File: config.mk
export PLATFORM = sky130hd
export DESIGN_NAME = filtered_incremental_speed_pid
export DESIGN_NICKNAME = d
export VERILOG_FILES = /design/src/design/fisp_pkg.sv /design/src/design/filtered_incremental_speed_pid.sv
export SDC_FILE = /design/constraint.sdc
export NUM_CORES = 1
export LEC_CHECK = 0
export BUFFER_PORTS_ARGS = -buffer_cell sky130_fd_sc_hd__buf_2
export CAP_MARGIN = 20
export CORE_MARGIN = 2
export CORE_UTILIZATION = 35
export CTS_BUF_LIST = sky130_fd_sc_hd__clkbuf_4 sky130_fd_sc_hd__clkbuf_8 sky130_fd_sc_hd__clkbuf_16
export CTS_CLUSTER_DIAMETER = 150
export DETAILED_ROUTE_END_ITERATION = 6
export SLEW_MARGIN = 20
export SYNTH_ARGS = -nofsm -noshare
export SYNTH_HDL_FRONTEND = slang
export SYNTH_SLANG_ARGS = --single-unit
File: constraint.sdc
create_clock -name clk -period 16.6 [get_ports clk]
set_input_delay 4.15 -clock clk [delete_from_list [all_inputs] [get_ports clk]]
set_output_delay 4.15 -clock clk [all_outputs]
set_load 0.01 [all_outputs]
File: src/design/fisp_pkg.sv
// Package: shared constants, widths and register indexes for the filtered speed PID.
`timescale 1ns / 1ps
package fisp_pkg;

  // Default full-scale duty magnitude
  localparam int DUTY_FULL_SCALE_DEF = 10000;

  // Field widths
  localparam int DATA_W   = 16;
  localparam int DUTY_W   = 15;
  localparam int LIMIT_W  = 14;
  localparam int CFG_IDX_W = 3;

  // Serial multiplier: multiplier bits, multiplicand bits, product bits
  localparam int MULT_W  = 17;
  localparam int MCAND_W = 19;
  localparam int HI_W    = MCAND_W + 1;
  localparam int PROD_W  = HI_W + MULT_W;

  // Configuration register indexes
  typedef enum logic [CFG_IDX_W-1:0] {
    REG_FILTER_COEFF   = 3'd0,
    REG_SPEED_SETPOINT = 3'd1,
    REG_GAIN_P         = 3'd2,
    REG_GAIN_I         = 3'd3,
    REG_GAIN_D         = 3'd4,
    REG_INTEGRAL_LIMIT = 3'd5,
    REG_OUTPUT_LIMIT   = 3'd6,
    REG_LOOP_ENABLE    = 3'd7
  } cfg_reg_t;

  // Reset values of the configuration registers
  localparam logic [DATA_W-1:0]  FILTER_COEFF_RST   = 16'd32768;
  localparam logic [DATA_W-1:0]  INTEGRAL_LIMIT_RST = 16'd65535;
  localparam logic [LIMIT_W-1:0] OUTPUT_LIMIT_RST   = 14'd10000;

endpackage

File: src/design/filtered_incremental_speed_pid.sv
// Top level: low-pass filtered encoder speed feeding an incremental PID, bit-serial multiplier.
// Each input transaction runs four serial multiplies (filter, P, I, D), each a load, 17 bit steps
//   and an accumulate; a final state then forms delta and duty once the output register is free.
// A new item is taken only in idle, after the last one is through the single shared shift-add multiplier.
// Input is taken again while a finished result still waits in the output register.
// Reset (rst, synchronous, active high) clears filter/error history, duty accumulator,
//   configuration registers to their defaults and the output valid flag.
`timescale 1ns / 1ps
module filtered_incremental_speed_pid #(
  parameter int DUTY_FULL_SCALE = fisp_pkg::DUTY_FULL_SCALE_DEF
) (
  input  logic                                 clk,
  input  logic                                 rst,
  // input channel
  input  logic                                 in_valid,
  output logic                                 in_ready,
  input  logic signed [fisp_pkg::DATA_W-1:0]   pulse_count,
  // output channel
  output logic                                 out_valid,
  input  logic                                 out_ready,
  output logic signed [fisp_pkg::DATA_W-1:0]   filtered_speed,
  output logic signed [fisp_pkg::DATA_W-1:0]   duty_delta,
  output logic signed [fisp_pkg::DUTY_W-1:0]   duty_out,
  // configuration channel
  input  logic                                 cfg_valid,
  output logic                                 cfg_ready,
  input  logic [fisp_pkg::CFG_IDX_W-1:0]       cfg_index,
  input  logic [fisp_pkg::DATA_W-1:0]          cfg_data
);

  localparam int DW = fisp_pkg::DATA_W;
  localparam int MW = fisp_pkg::MULT_W;
  localparam int CW = fisp_pkg::MCAND_W;
  localparam int HW = fisp_pkg::HI_W;
  localparam int PW = fisp_pkg::PROD_W;
  localparam int LW = fisp_pkg::LIMIT_W;
  localparam int UW = fisp_pkg::DUTY_W;
  localparam logic [LW-1:0] FULL = LW'(DUTY_FULL_SCALE);
  localparam logic [4:0] MUL_LAST = 5'(MW - 1);
  localparam logic [DW-1:0] FILTER_ONE = 16'd32768;

  typedef enum logic [2:0] {
    S_IDLE, S_LOAD, S_MUL, S_ACC, S_FIN
  } state_t;

  typedef enum logic [1:0] {
    OP_FILT, OP_P, OP_I, OP_D
  } op_t;

  state_t state;
  op_t    op;

  // configuration registers
  logic [DW-1:0]        filter_coeff;
  logic signed [DW-1:0] speed_setpoint;
  logic signed [DW-1:0] gain_p;
  logic signed [DW-1:0] gain_i;
  logic signed [DW-1:0] gain_d;
  logic [DW-1:0]        integral_limit;
  logic [LW-1:0]        output_limit;
  logic                 closed_loop_enable;

  // loop state
  logic signed [DW-1:0]  speed_prev;
  logic signed [DW:0]    error_prev1;
  logic signed [DW:0]    error_prev2;
  logic signed [UW-1:0]  duty_accum;

  // per-item working registers
  logic signed [DW-1:0]  sample;
  logic signed [CW-1:0]  prop_term;
  logic signed [DW:0]    integ_term;
  logic signed [CW-1:0]  deriv_term;
  logic signed [PW-1:0]  sum_acc;

  // serial multiplier
  logic signed [CW-1:0]  mcand;
  logic signed [HW-1:0]  mul_hi;
  logic [MW-1:0]         mul_lo;
  logic [4:0]            mul_cnt;

  logic signed [HW:0]    mul_add;
  logic signed [HW:0]    mul_sum;
  logic signed [PW-1:0]  product;

  logic [MW-1:0]         k_eff;
  logic signed [PW-1:0]  filt_acc;
  logic signed [PW-1:0]  filt_adj;
  logic signed [DW-1:0]  speed_new;
  logic signed [DW:0]    e0_new;
  logic signed [CW-1:0]  prop_new;
  logic signed [CW-1:0]  deriv_new;
  logic signed [DW+1:0]  lim_ext;
  logic signed [DW:0]    integ_new;

  logic signed [CW-1:0]  mcand_load;
  logic [MW-1:0]         mult_load;

  logic signed [PW-1:0]  sum_adj;
  logic signed [PW-9:0]  quot;
  logic signed [DW-1:0]  delta_sat;
  logic signed [UW+1:0]  duty_sum;
  logic [LW-1:0]         duty_lim;
  logic signed [UW-1:0]  duty_new;

  logic in_fire;
  logic out_fire;

  assign in_ready  = (state == S_IDLE);
  assign cfg_ready = 1'b1;
  assign in_fire   = in_valid && in_ready;
  assign out_fire  = out_valid && out_ready;

  // one shift-add step: add multiplicand on a set bit, subtract on the sign bit
  always_comb begin
    mul_add = '0;
    if (mul_lo[0]) begin
      if (mul_cnt == MUL_LAST) begin
        mul_add = -(HW+1)'(mcand);
      end else begin
        mul_add = (HW+1)'(mcand);
      end
    end
    mul_sum = (HW+1)'(mul_hi) + mul_add;
    product = $signed({mul_hi, mul_lo});
  end

  // filter: acc = 32768*prev + k*(x - prev), truncated toward zero
  always_comb begin
    k_eff     = (filter_coeff > FILTER_ONE) ? MW'(FILTER_ONE) : MW'(filter_coeff);
    filt_acc  = ($signed(PW'(speed_prev)) <<< 15) + product;
    filt_adj  = filt_acc + (filt_acc[PW-1] ? PW'(32767) : PW'(0));
    speed_new = filt_adj[DW+14:15];
    e0_new    = (DW+1)'(speed_setpoint) - (DW+1)'(speed_new);
    prop_new  = CW'(e0_new) - CW'(error_prev1);
    deriv_new = CW'(e0_new) - (CW'(error_prev1) <<< 1) + CW'(error_prev2);
    lim_ext   = $signed({2'b00, integral_limit});
    if ((DW+2)'(e0_new) > lim_ext) begin
      integ_new = lim_ext[DW:0];
    end else if ((DW+2)'(e0_new) < -lim_ext) begin
      integ_new = -$signed(lim_ext[DW:0]);
    end else begin
      integ_new = e0_new;
    end
  end

  // operand select for the next multiply
  always_comb begin
    case (op)
      OP_FILT: begin
        mcand_load = CW'((DW+1)'(sample) - (DW+1)'(speed_prev));
        mult_load  = k_eff;
      end
      OP_P: begin
        mcand_load = prop_term;
        mult_load  = MW'(gain_p);
      end
      OP_I: begin
        mcand_load = CW'(integ_term);
        mult_load  = MW'(gain_i);
      end
      default: begin
        mcand_load = deriv_term;
        mult_load  = MW'(gain_d);
      end
    endcase
  end

  // delta = sum/256 toward zero, saturated, zero when the loop is disabled; duty clamped to the output bound
  always_comb begin
    sum_adj = sum_acc + (sum_acc[PW-1] ? PW'(255) : PW'(0));
    quot    = sum_adj[PW-1:8];
    if (quot > (PW-8)'(32767)) begin
      delta_sat = 16'sh7FFF;
    end else if (quot < -(PW-8)'(32768)) begin
      delta_sat = 16'sh8000;
    end else begin
      delta_sat = quot[DW-1:0];
    end
    if (!closed_loop_enable) begin
      delta_sat = '0;
    end
    duty_lim = (output_limit > FULL) ? FULL : output_limit;
    duty_sum = (UW+2)'(duty_accum) + (UW+2)'(delta_sat);
    if (duty_sum > $signed({3'b000, duty_lim})) begin
      duty_new = $signed({1'b0, duty_lim});
    end else if (duty_sum < -$signed({3'b000, duty_lim})) begin
      duty_new = -$signed({1'b0, duty_lim});
    end else begin
      duty_new = duty_sum[UW-1:0];
    end
  end

  // configuration writes
  always_ff @(posedge clk) begin
    if (rst) begin
      filter_coeff       <= fisp_pkg::FILTER_COEFF_RST;
      speed_setpoint     <= '0;
      gain_p             <= '0;
      gain_i             <= '0;
      gain_d             <= '0;
      integral_limit     <= fisp_pkg::INTEGRAL_LIMIT_RST;
      output_limit       <= fisp_pkg::OUTPUT_LIMIT_RST;
      closed_loop_enable <= 1'b0;
    end else if (cfg_valid && cfg_ready) begin
      case (fisp_pkg::cfg_reg_t'(cfg_index))
        fisp_pkg::REG_FILTER_COEFF:   filter_coeff       <= cfg_data;
        fisp_pkg::REG_SPEED_SETPOINT: speed_setpoint     <= $signed(cfg_data);
        fisp_pkg::REG_GAIN_P:         gain_p             <= $signed(cfg_data);
        fisp_pkg::REG_GAIN_I:         gain_i             <= $signed(cfg_data);
        fisp_pkg::REG_GAIN_D:         gain_d             <= $signed(cfg_data);
        fisp_pkg::REG_INTEGRAL_LIMIT: integral_limit     <= cfg_data;
        fisp_pkg::REG_OUTPUT_LIMIT:   output_limit       <= cfg_data[LW-1:0];
        fisp_pkg::REG_LOOP_ENABLE:    closed_loop_enable <= cfg_data[0];
        default: ;
      endcase
    end
  end

  // sequencer, serial multiplier and result registers
  always_ff @(posedge clk) begin
    if (rst) begin
      state       <= S_IDLE;
      op          <= OP_FILT;
      out_valid   <= 1'b0;
      speed_prev  <= '0;
      error_prev1 <= '0;
      error_prev2 <= '0;
      duty_accum  <= '0;
      mul_cnt     <= '0;
    end else begin
      // result valid: set when a result is loaded, cleared when taken
      if (state == S_FIN && (!out_valid || out_ready)) begin
        out_valid <= 1'b1;
      end else if (out_fire) begin
        out_valid <= 1'b0;
      end
      case (state)
        S_IDLE: begin
          if (in_fire) begin
            sample  <= pulse_count;
            sum_acc <= '0;
            op      <= OP_FILT;
            state   <= S_LOAD;
          end
        end
        S_LOAD: begin
          mcand   <= mcand_load;
          mul_hi  <= '0;
          mul_lo  <= mult_load;
          mul_cnt <= '0;
          state   <= S_MUL;
        end
        S_MUL: begin
          mul_hi  <= mul_sum[HW:1];
          mul_lo  <= {mul_sum[0], mul_lo[MW-1:1]};
          mul_cnt <= mul_cnt + 5'd1;
          if (mul_cnt == MUL_LAST) begin
            state <= S_ACC;
          end
        end
        S_ACC: begin
          if (op == OP_FILT) begin
            speed_prev  <= speed_new;
            error_prev1 <= e0_new;
            error_prev2 <= error_prev1;
            prop_term   <= prop_new;
            deriv_term  <= deriv_new;
            integ_term  <= integ_new;
            op          <= OP_P;
            state       <= S_LOAD;
          end else begin
            sum_acc <= sum_acc + product;
            if (op == OP_D) begin
              state <= S_FIN;
            end else begin
              op    <= op_t'(op + 2'd1);
              state <= S_LOAD;
            end
          end
        end
        S_FIN: begin
          // wait until the output register is free
          if (!out_valid || out_ready) begin
            filtered_speed <= speed_prev;
            duty_delta     <= delta_sat;
            duty_out       <= duty_new;
            duty_accum     <= duty_new;
            state          <= S_IDLE;
          end
        end
        default: state <= S_IDLE;
      endcase
    end
  end

endmodule

# After elaboration in Yosys (flattened, before gate mapping)
# Index checks and enable logic that the tools add are counted.
[word_totals]
register_bits = 398
inputBits = 40
out_inout_bits = 50
elab_cells = 137
[classes]
addsub = 18
n_lt_le_gt_ge = 8
n_eq_ne = 20
muxes = 33
n_bitwise = 1
reduce_logical = 29
[op_table]
columns = ["cell", "count"]
rows = [
  ["2-to-1 mux 16 bit", 5],
  ["2-to-1 mux 37 bit", 2],
  ["case mux 37 bit (2 select lines)", 1],
  ["case mux 19 bit (3 select lines)", 1],
  ["case mux 17 bit (3 select lines)", 1],
  ["2-to-1 mux 15 bit", 3],
  ["2-to-1 mux 21 bit", 2],
  ["case mux 20 bit (2 select lines)", 1],
  ["adder 31 x 37 -> 37 bit", 1],
  ["adder 37 bit", 1],
  ["adder 37 x 9 -> 37 bit", 1],
  ["case mux 17 bit (2 select lines)", 1],
  ["subtractor 16 x 16 -> 17 bit", 2],
  ["adder 31 x 16 -> 31 bit", 1],
  ["greater-than comparator 29 x 16 -> 1 bit, second input constant", 1],
  ["less-than comparator 29 x 16 -> 1 bit, second input constant", 1],
  ["AND reduction 2 bit", 12],
  ["adder 20 x 21 -> 21 bit", 1],
  ["negator 19 -> 21 bit", 1],
  ["adder 19 x 17 -> 19 bit", 1],
  ["subtractor 17 x 18 -> 19 bit", 1],
  ["less-than comparator 17 x 18 -> 1 bit", 1],
  ["negator 16 -> 18 bit", 1],
  ["subtractor 17 x 17 -> 18 bit", 1],
  ["other kinds (38)", 65],
]

# Depth between registers and ports, before layout
# Gate-level depths: netlist of run 1.
[depth]
depth_word = 10
mapped_depth = 47
depth_no_buf = 44

# Least setup slack after synthesis of run 1
# No wires, ideal clock.
[synth_timing]
path_kind = "reg2reg"
start = "register mul_hi[10]"
end = "register integ_term[14], data pin"
setup_time_ps = 260
t_arrival_ps = 9104
required_ps = 16340
setup_slack_ps = 7235
path_stages_with_launch = 42
path_buffers = 1
synth_period_minus_slack_ps = 9365
path_cell_list = "edfxtp_1 -> ha_1 -> a211o_1 -> a2111oi_0 -> a21boi_1 -> or4_4 -> nand2_1 -> xnor2_1 -> ha_1 -> nand4_1 -> or3_1 -> a211oi_1 -> o21ai_0 -> o211ai_1 -> o21a_1 -> nor2_1 -> xor2_1 -> ha_1 -> [... 6 more ...] -> a31oi_1 -> o21bai_1 -> a21oi_1 -> nor2b_1 -> o21ai_0 -> nand2b_1 -> xnor2_1 -> inv_1 -> ha_1 -> and4_1 -> nand3_1 -> a2111oi_2 -> nand4b_4 -> a2111oi_4 -> a211oi_1 -> o31a_2 -> buf_6 -> mux2_4"
[synth_via]
elab_chain_len = 7
word_cells_on_any_way = 8
cone_classes = "3 x add/sub; 2 x order compare; 3 x mux"
[synth_rtl]
columns = ["item", "line_no", "source"]
rows = [
  ["start: declaration", "filtered_incremental_speed_pid.sv:78", "logic signed [HW-1:0] mul_hi;"],
  ["start signal: assignment", "filtered_incremental_speed_pid.sv:255", "mul_hi <= mul_sum[HW:1];"],
  ["adder 31 x 37 -> 37 bit *", "filtered_incremental_speed_pid.sv:131", "filt_acc = ($signed(PW'(speed_prev)) <<< 15) + product;"],
  ["2-to-1 mux 15 bit", "filtered_incremental_speed_pid.sv:132", "filt_adj = filt_acc + (filt_acc[PW-1] ? PW'(32767) : PW'(0));"],
  ["adder 31 x 16 -> 31 bit *", "filtered_incremental_speed_pid.sv:132", ""],
  ["subtractor 16 x 16 -> 17 bit *", "filtered_incremental_speed_pid.sv:134", "e0_new = (DW+1)'(speed_setpoint) - (DW+1)'(speed_new);"],
  ["via e0_new[15]", "filtered_incremental_speed_pid.sv:90", "logic signed [DW:0] e0_new;"],
  ["less-than comparator 17 x 18 -> 1 bit", "filtered_incremental_speed_pid.sv:140", "end else if ((DW+2)'(e0_new) < -lim_ext) begin"],
  ["2-to-1 mux 17 bit", "filtered_incremental_speed_pid.sv:140", ""],
  ["2-to-1 mux 16 bit *", "filtered_incremental_speed_pid.sv:138", "if ((DW+2)'(e0_new) > lim_ext) begin"],
  ["via integ_new[14]", "filtered_incremental_speed_pid.sv:94", "logic signed [DW:0] integ_new;"],
  ["end signal: assignment", "filtered_incremental_speed_pid.sv:269", "integ_term <= integ_new;"],
  ["end: declaration", "filtered_incremental_speed_pid.sv:72", "logic signed [DW:0] integ_term;"],
]
# The timed path passes the listed nets; every way through them passes the cells marked *.
# A chain may end at the register's enable or synchronous reset.

# Worst setup path in the final report of run 1
# Same ends and word-level chain as after synthesis.

==> results of run 1 <==
synthesized netlist by cell type (7+ instances only):
library cell / count
o21ai_0: 163
o21a_1: 50
or2_2: 8
xnor2_1: 123
nand3_1: 35
a31oi_1: 20
o31ai_1: 19
and3_1: 21
nand3b_1: 29
nand2_1: 384
o22a_1: 7
a211oi_1: 20
o21bai_1: 33
maj3_2: 13
clkbuf_1: 103
nand4_1: 24
or3_1: 20
fa_1: 24
a21oi_1: 281
and2_1: 34
xor2_1: 60
nand2b_1: 37
nor3b_1: 12
dfxtp_1: 187
nor2b_1: 49
o21ai_1: 13
nor3_1: 52
a21o_1: 63
a21boi_0: 18
o211ai_1: 8
nor2_1: 166
ha_1: 237
edfxtp_1: 210
mux2i_1: 14
inv_1: 211
a22o_1: 16
nor4_1: 14
a221o_1: 28
worst reg2reg max path, delay by kind of cell (launching register included):
| family | cells | cell delay [ns] |
|---|---|---|
| AOI/OAI and AO/OA | 20 | 5.24 |
| xor gates and xnor gates | 3 | 1.13 |
| adders and majority gates | 5 | 1.59 |
| buffers and inverters | 1 | 0.20 |
| DFF | 1 | 0.43 |
| muxes | 1 | 0.37 |
| and+or+nand+nor | 10 | 1.44 |
routing by layer:
layer,vias to the layer above,track usage [%]
li1,10400,-
met1,9833,26.2
met2,472,31.1
met3,101,2.49
met4,0,5.07
met5,-,0
state kept, by name (all words and copies together) (netlist names), 17 cells and up:
name / flops
sum_acc: 37
mul_lo: 17
error_prev1: 17
integ_term: 17
deriv_term: 19
error_prev2: 17
mul_hi: 20
mcand: 19
prop_term: 18
power groups by stage:
stage	logic, mW	registers [mW]	clock network, mW
after floorplan	0.489	1.13	0
after global placement	0.621	1.15	0
after detailed placement	0.629	1.15	0
after CTS	0.634	1.13	1.09
after global routing	0.722	1.13	1.13
final	0.636	1.13	1.07
logic make-up (layout without fill, tap and decap cells):
kind of cell / Yosys count / in the layout / synth area share (%)
adders and majority gates: 276 / 276 / 13.8
buffers and inverters: 327 / 406 / 4.78
other: 1 / 1 / 0.0143
AOI/OAI and AO/OA: 800 / 800 / 19.5
DFF: 397 / 397 / 38.4
muxes: 19 / 19 / 0.764
xor gates and xnor gates: 185 / 185 / 6.29
and+or+nand+nor: 909 / 909 / 16.5
worst max path at each step:
| stage | start | endpoint | slack [ns] | cells past startpoint |
|---|---|---|---|---|
| global placement | mul_hi[10]$_SDFFCE_PN0P_ | integ_term[14]$_DFFE_PP_ | 5.77 | 40 |
| finish | mul_hi[10]$_SDFFCE_PN0P_ | integ_term[14]$_DFFE_PP_ | 5.95 | 40 |
| global route | mul_hi[10]$_SDFFCE_PN0P_ | deriv_term[18]$_DFFE_PP_ | 5.01 | 42 |
| CTS | mul_hi[10]$_SDFFCE_PN0P_ | integ_term[14]$_DFFE_PP_ | 5.60 | 40 |
| floorplan | mul_hi[10]$_SDFFCE_PN0P_ | integ_term[14]$_DFFE_PP_ | 7.24 | 41 |
| detailed placement | mul_hi[10]$_SDFFCE_PN0P_ | integ_term[14]$_DFFE_PP_ | 5.65 | 40 |
final cells by class:
type / count / area [um2] / share of cell area (%)
multi-input combinational: 2190 / 15000 / 51.2
sequential: 397 / 10000 / 34.4
clock buffer: 63 / 1340 / 4.60
tap: 969 / 1210 / 4.15
inverter: 211 / 792 / 2.71
timing repair buffer: 112 / 623 / 2.13
clock inverter: 20 / 234 / 0.801
==> summary.txt, run 1 <==
Floorplanning
  • Die height: 278 um
  • Total Die Area: 77100 um2
  • Row count: 100
  • Core area: 74300 um2
  • Chip width: 278 um
  • # IOs: 90
  • Effective utilization at floorplan: 35.2%

STA
  • Final hold viol count: 0
  • Unrepaired setup endpoints after global routing: false
  • Final Hold Slack: 0.452 ns
  • Slew headroom: 32.1%
  • Slew Viols, Final: 0
  • Final-layout setup total negative slack: 0 ns
  • Highest Clock Rate: 0.0939 GHz
  • Clk_skew: 0.0192 ns
  • Final period utilization: 64.2%
  • Setup violators final: 0
  • Period minus WS final: 10.65 ns
  • Slew of the pin with the lowest slew margin: 1.01 ns
  • Crit path setup slack, layout: 5.95 ns

Finish
  • Most frequent standard cell in the layout excluding fill and tap cells: nand2_1
  • Ratio of cells with drive above 1 in the final layout: 8.45%
  • Number of cells in the finished layout apart from fillers: 3962
  • Fin nets: 3258
  • Final design instance area without fill: 29200 um2
  • Antenna cells: 0
  • Layout area overhead: 11.5%
  • Utilization of the core after routing: 39.3%
  • Commonest cells after routing, fill and taps aside: 384 x nand2_1, 280 x a21oi_1, 236 x ha_1
  • Layout filler cell count: 7516

Yosys
  • Count of mapped cells out of synthesis: 2914
  • Synthesized area: 26200 um2
  • Largest area contributor in the synthesized netlist: edfxtp_1
  • Synthesized Nets: 3215
  • Yosys cell types: 91
  • Primary FF master, synth: edfxtp_1
  • Post-synthesis async set-or-reset flop share: 0%
  • Post-synthesis sequential area ratio: 38.4%
  • Yosys top cell area share: 24.1%
  • Synthesis Warnings: 0
  • Post-synthesis sequential element count: 397
  • Syn Area/Cell: 8.99 um2
  • Post-synth EDFFs: 210
  • Cell types with the largest area share after synthesis: edfxtp_1 24%, dfxtp_1 14%, ha_1 11%

Routing
  • DRT Wirelength: 74100 um
  • Top routing layer in use: met4
  • Amount of wire on met3 after detailed routing: 3580 um
  • Total via count in the routed design: 20800
  • Average wire per standard cell: 18.7 um
  • Final ANT Viol Nets: 0
  • Number of vias per cell: 5.26
  • Length of routed wiring on met1: 34600 um
  • DR pass1 iterations: 5
  • Drc violations: 0
  • WL met2: 34100 um
  • Iter 0 DRT Violations: 1540

Pwr
  • Clock network fraction of total power: 37.9%
  • PnR Total Power: 2.84 mW
  • Internal: 2.00 mW
  • Gate power share: 22.4%
  • Part of the power in registers: 39.7%
  • Psw: 840 uW
  • Total power per unit cell area: 97.1 nW/um2
  • P_leak: 11.7 nW
  • Net switching share of the total power: 29.6%
  • Worst VDD drop: 75.1 uV

GRT
  • Total gr overflow: 0
  • First-pass GRT wire length: 115000 um
  • Initial antenna violation count: 0
  • Global router's overall resource usage: 18.9%
  • Via count of the first global-routing pass: 19900
  • Pin count of the biggest net entering global routing: 102

Worst hold path
  • Worst hold path depth: 2
  • Min-Delay Startpoint: gain_d[2]$_SDFFE_PP0P_
  • Hold-critical path endpoint: gain_d[2]$_SDFFE_PP0P_
  • Path class of the lowest-slack min-delay path: flop to flop

Run
  • Max-cap violations: 0

Setup path
  • Endpoint class of the critical path: flop
  • Critical Path Fanout Max: 32
  • Arrival @ worst endpoint: 11.00 ns
  • Crit Reg-Reg Startpoint: mul_hi[10]$_SDFFCE_PN0P_
  • Reg2Reg Depth: 40
  • Cell occurring most often along the worst timing path: ha_1
  • Classification of the worst setup path: flop to flop
  • Endpoint of the lowest-slack register-to-register path: integ_term[14]$_DFFE_PP_
  • Maximum cell stage delay along the critical path: 0.61 ns
  • Slowest-stage cell, CP: o31a_2
  • Reg-to-reg slack, setup: 5.95 ns
  • Crit-path leading delay family: compound AO/OA/AOI/OAI gates
  • Worst path buffer plus inverter count: 1
  • Launching element type of the critical path: flop
  • Endpoint required time on the critical path: 16.95 ns

Placement
  • Placement Setup Slack: 5.65 ns
  • Final HPWL from detailed placement: 54900 um
  • Instance area after placement: 27600 um2
  • Number of buffers added on ports: 88
  • GPL Wtd Cong: 0.883
  • Number of placed instances, taps included: 3879

Clock tree
  • Post-CTS setup buffers: 0
  • H-tree Lvls: 2
  • Clock transition at the registers of the reported paths: 0.06 ns
  • CTS tree: yes
  • Number of buffers created by CTS: 45
  • Post_cts resized: 0
  • Total clock sinks: 397
  • Root cell of the clock tree: clkbuf_16
  • Later-pin clock latency in the skew report: 0.60 ns
  • Hold bufs inserted after CTS: 0
  • Clock tree buffer depth: 3

Run status
  • Outcome: complete, no violations
(Power assumes the default switching activity.)
==> run 2: changes to the inputs <==
==> constraint.sdc (replaced) <==
create_clock -name clk -period 9.4 [get_ports clk]
set_input_delay 2.35 -clock clk [delete_from_list [all_inputs] [get_ports clk]]
set_output_delay 2.35 -clock clk [all_outputs]
set_load 0.01 [all_outputs]
==> run 2 against run 1 <==
Net effect:
- highest routed layer unchanged
- routed wire length is 0.37% higher
- critical endpoint is now prop_term[16]$_DFFE_PP_
- clock power is 82% higher
- largest cell class unchanged
- hold slack better by 0.0016 ns
==> summary.txt, run 2 (synthesis results as in run 1) <==
Run status
  • Outcome: complete, no violations

Finish
  • Antenna cells: 0 (unchanged)
  • Leading registers by flop count: sum_acc (37), mul_hi (20)
  • Most frequent standard cell in the layout excluding fill and tap cells: nand2_1
  • Layout area overhead: 16.0%
  • Commonest cells after routing, fill and taps aside: 383 x nand2_1, 272 x a21oi_1, 227 x ha_1
  • Ratio of cells with drive above 1 in the final layout: 13.1% (+4.6 points)
  • Layout filler cell count: 7363 (-2.0%)
  • Final design instance area without fill: 30400 um2 (+4.1%)
  • Number of cells in the finished layout apart from fillers: 4070 (+2.7%)
  • Fin nets: 3366 (+3.3%)
  • Flip-flop count of the largest register after layout: 37 (unchanged)
  • Largest register by flop count: sum_acc
  • Utilization of the core after routing: 40.9% (+1.6 points)

Clock tree
  • Later-pin clock latency in the skew report: 0.59 ns (about the same)
  • H-tree Lvls: 2 (unchanged)
  • Total clock sinks: 397 (unchanged)
  • Root cell of the clock tree: clkbuf_16
  • Clock tree buffer depth: 3 (unchanged)
  • Number of buffers created by CTS: 46 (+2.2%)
  • Clock transition at the registers of the reported paths: 0.06 ns (about the same)
  • Hold bufs inserted after CTS: 0 (unchanged)
  • CTS tree: yes

Pwr
  • P_leak: 12.3 nW (+5.0%)
  • Worst VDD drop: 122 uV (+63%)
  • Total power per unit cell area: 171 nW/um2 (+76%)

Worst hold path
  • Path class of the lowest-slack min-delay path: flop to flop
  • Min-Delay Startpoint: gain_d[13]$_SDFFE_PP0P_

STA
  • Clk_skew: 0.0220 ns (+0.00276 ns)
  • Final Hold Slack: 0.454 ns (+0.00163 ns)
  • Slew headroom: 29.0% (-3.2 points)
  • Period minus WS final: 9.05 ns (-1.60 ns)
  • Highest Clock Rate: 0.110 GHz (+18%)
  • Slew of the pin with the lowest slew margin: 1.06 ns (+0.0484 ns)
  • Setup violators final: 0 (unchanged)
  • Final hold viol count: 0 (unchanged)
  • Final period utilization: 96.3% (+32 points)
  • Slew Viols, Final: 0 (unchanged)
  • Final-layout setup total negative slack: 0 ns (unchanged)

Routing
  • Total via count in the routed design: 21300 (+2.3%)
  • DRT Wirelength: 74400 um (+0.37%)
  • Iter 0 DRT Violations: 1654 (+7.4%)
  • DR pass1 iterations: 7 (+2)
  • Number of vias per cell: 5.24 (-0.43%)
  • Average wire per standard cell: 18.3 um (-2.3%)
  • Final ANT Viol Nets: 0 (unchanged)
  • Drc violations: 0 (unchanged)

Floorplanning
  • Effective utilization at floorplan: 35.2% (unchanged)
  • Die height: 278 um (unchanged)
  • Total Die Area: 77100 um2 (unchanged)
  • Chip width: 278 um (unchanged)
  • Core area: 74300 um2 (unchanged)
  • # IOs: 90 (unchanged)
  • Row count: 100 (unchanged)

Setup path
  • Slowest-stage cell, CP: or4_4
  • Cell occurring most often along the worst timing path: maj3_2
  • Maximum cell stage delay along the critical path: 0.54 ns (-0.07 ns)
  • Arrival @ worst endpoint: 9.37 ns (-1.63 ns)
  • Critical path startpoint: mul_hi[8]$_SDFFCE_PN0P_
  • Launching element type of the critical path: flop
  • Endpoint required time on the critical path: 9.72 ns (-7.23 ns)
  • Crit Reg-Reg Startpoint: mul_hi[8]$_SDFFCE_PN0P_
  • Endpoint class of the critical path: flop
  • Reg-to-reg slack, setup: 0.35 ns (-5.60 ns)
  • Classification of the worst setup path: flop to flop
  • Critical Path Fanout Max: 5 (-84%)

Placement
  • Number of placed instances, taps included: 3978 (+2.6%)
  • Instance area after placement: 28400 um2 (+2.7%)
  • Number of buffers added on ports: 88 (unchanged)
  • Final HPWL from detailed placement: 55800 um (+1.6%)
  • GPL Wtd Cong: 0.874 (-0.94%)

Run
  • Max-cap violations: 0 (unchanged)

GRT
  • Global router's overall resource usage: 18.9% (-0.042 points)
  • Initial antenna violation count: 0 (unchanged)
  • First-pass GRT wire length: 115000 um (-0.48%)
  • Total gr overflow: 0 (unchanged)
  • Via count of the first global-routing pass: 20000 (+0.80%)
  • Pin count of the biggest net entering global routing: 70 (-31%)
-- run 2: cell count changes in the layout (fill, tap and decap cells not counted), sizes merged --
cell	delta
buf	+107
bufinv	+3
clkbuf	-8
clkinv	+1
clkinvlp	+5
-- run 2: worst paths after layout --
check | cells after the start | to
max | 41 | prop_term[16]$_DFFE_PP_
min reg2reg | 2 | gain_d[13]$_SDFFE_PP0P_
max reg2reg | 41 | prop_term[16]$_DFFE_PP_
min | 2 | gain_d[13]$_SDFFE_PP0P_
-- run 2: layout make-up --
type | instances | area, um2 | area share (%)
Inverter | 211 | 792 | 2.61
Timing Repair Buffer | 219 | 1450 | 4.77
Sequential cell | 397 | 10100 | 33.1
Clock buffer | 55 | 1250 | 4.13
Tap cell | 969 | 1210 | 3.99
Multi-Input combinational cell | 2190 | 15300 | 50.2
Clock inverter | 29 | 378 | 1.24
-- run 2: power breakdown --
group | total, mW | internal (mW) | switching, mW
registers | 1.98 | 1.92 | 0.0597
logic | 1.27 | 0.567 | 0.707
clock network | 1.95 | 1.18 | 0.771
total | 5.21 | 3.67 | 1.54
-- run 2: what timing repair did --
item | in CTS | in global routing
pin swaps | 0 | 39
setup buffers | 0 | 8
endpoints found under the setup margin | 19 | 55
gates resized for setup | 4 | 70
-- run 2: through the flow --
stage,worst slack (ns),total power [mW]
after detailed placement,-0.0960,3.23
final,0.347,5.21
after floorplan,0.0355,2.86
after global placement,-0.0319,3.22
after global routing,-0.0433,5.47
after CTS,0.00959,5.19
-- run 2: critical path: cells and delay by family, from the launching register on --
kind	cells	cell delay, ns
xor gates and xnor gates	4	0.52
buffers and inverters	6	0.68
and+or+nand+nor	6	1.40
adders and majority gates	11	3.56
DFF	1	0.44
AOI/OAI and AO/OA	14	2.13
-- run 2: per-layer routing --
| layer | GRT usage [%] | up-vias | share of wire (%) |
|---|---|---|---|
| li1 | - | 10700 | - |
| met1 | 26.2 | 10100 | 47 |
| met2 | 31.1 | 493 | 46 |
| met3 | 2.18 | 93 | 4.6 |
| met4 | 5.16 | 0 | 2.3 |
| met5 | 0 | - | 0 |
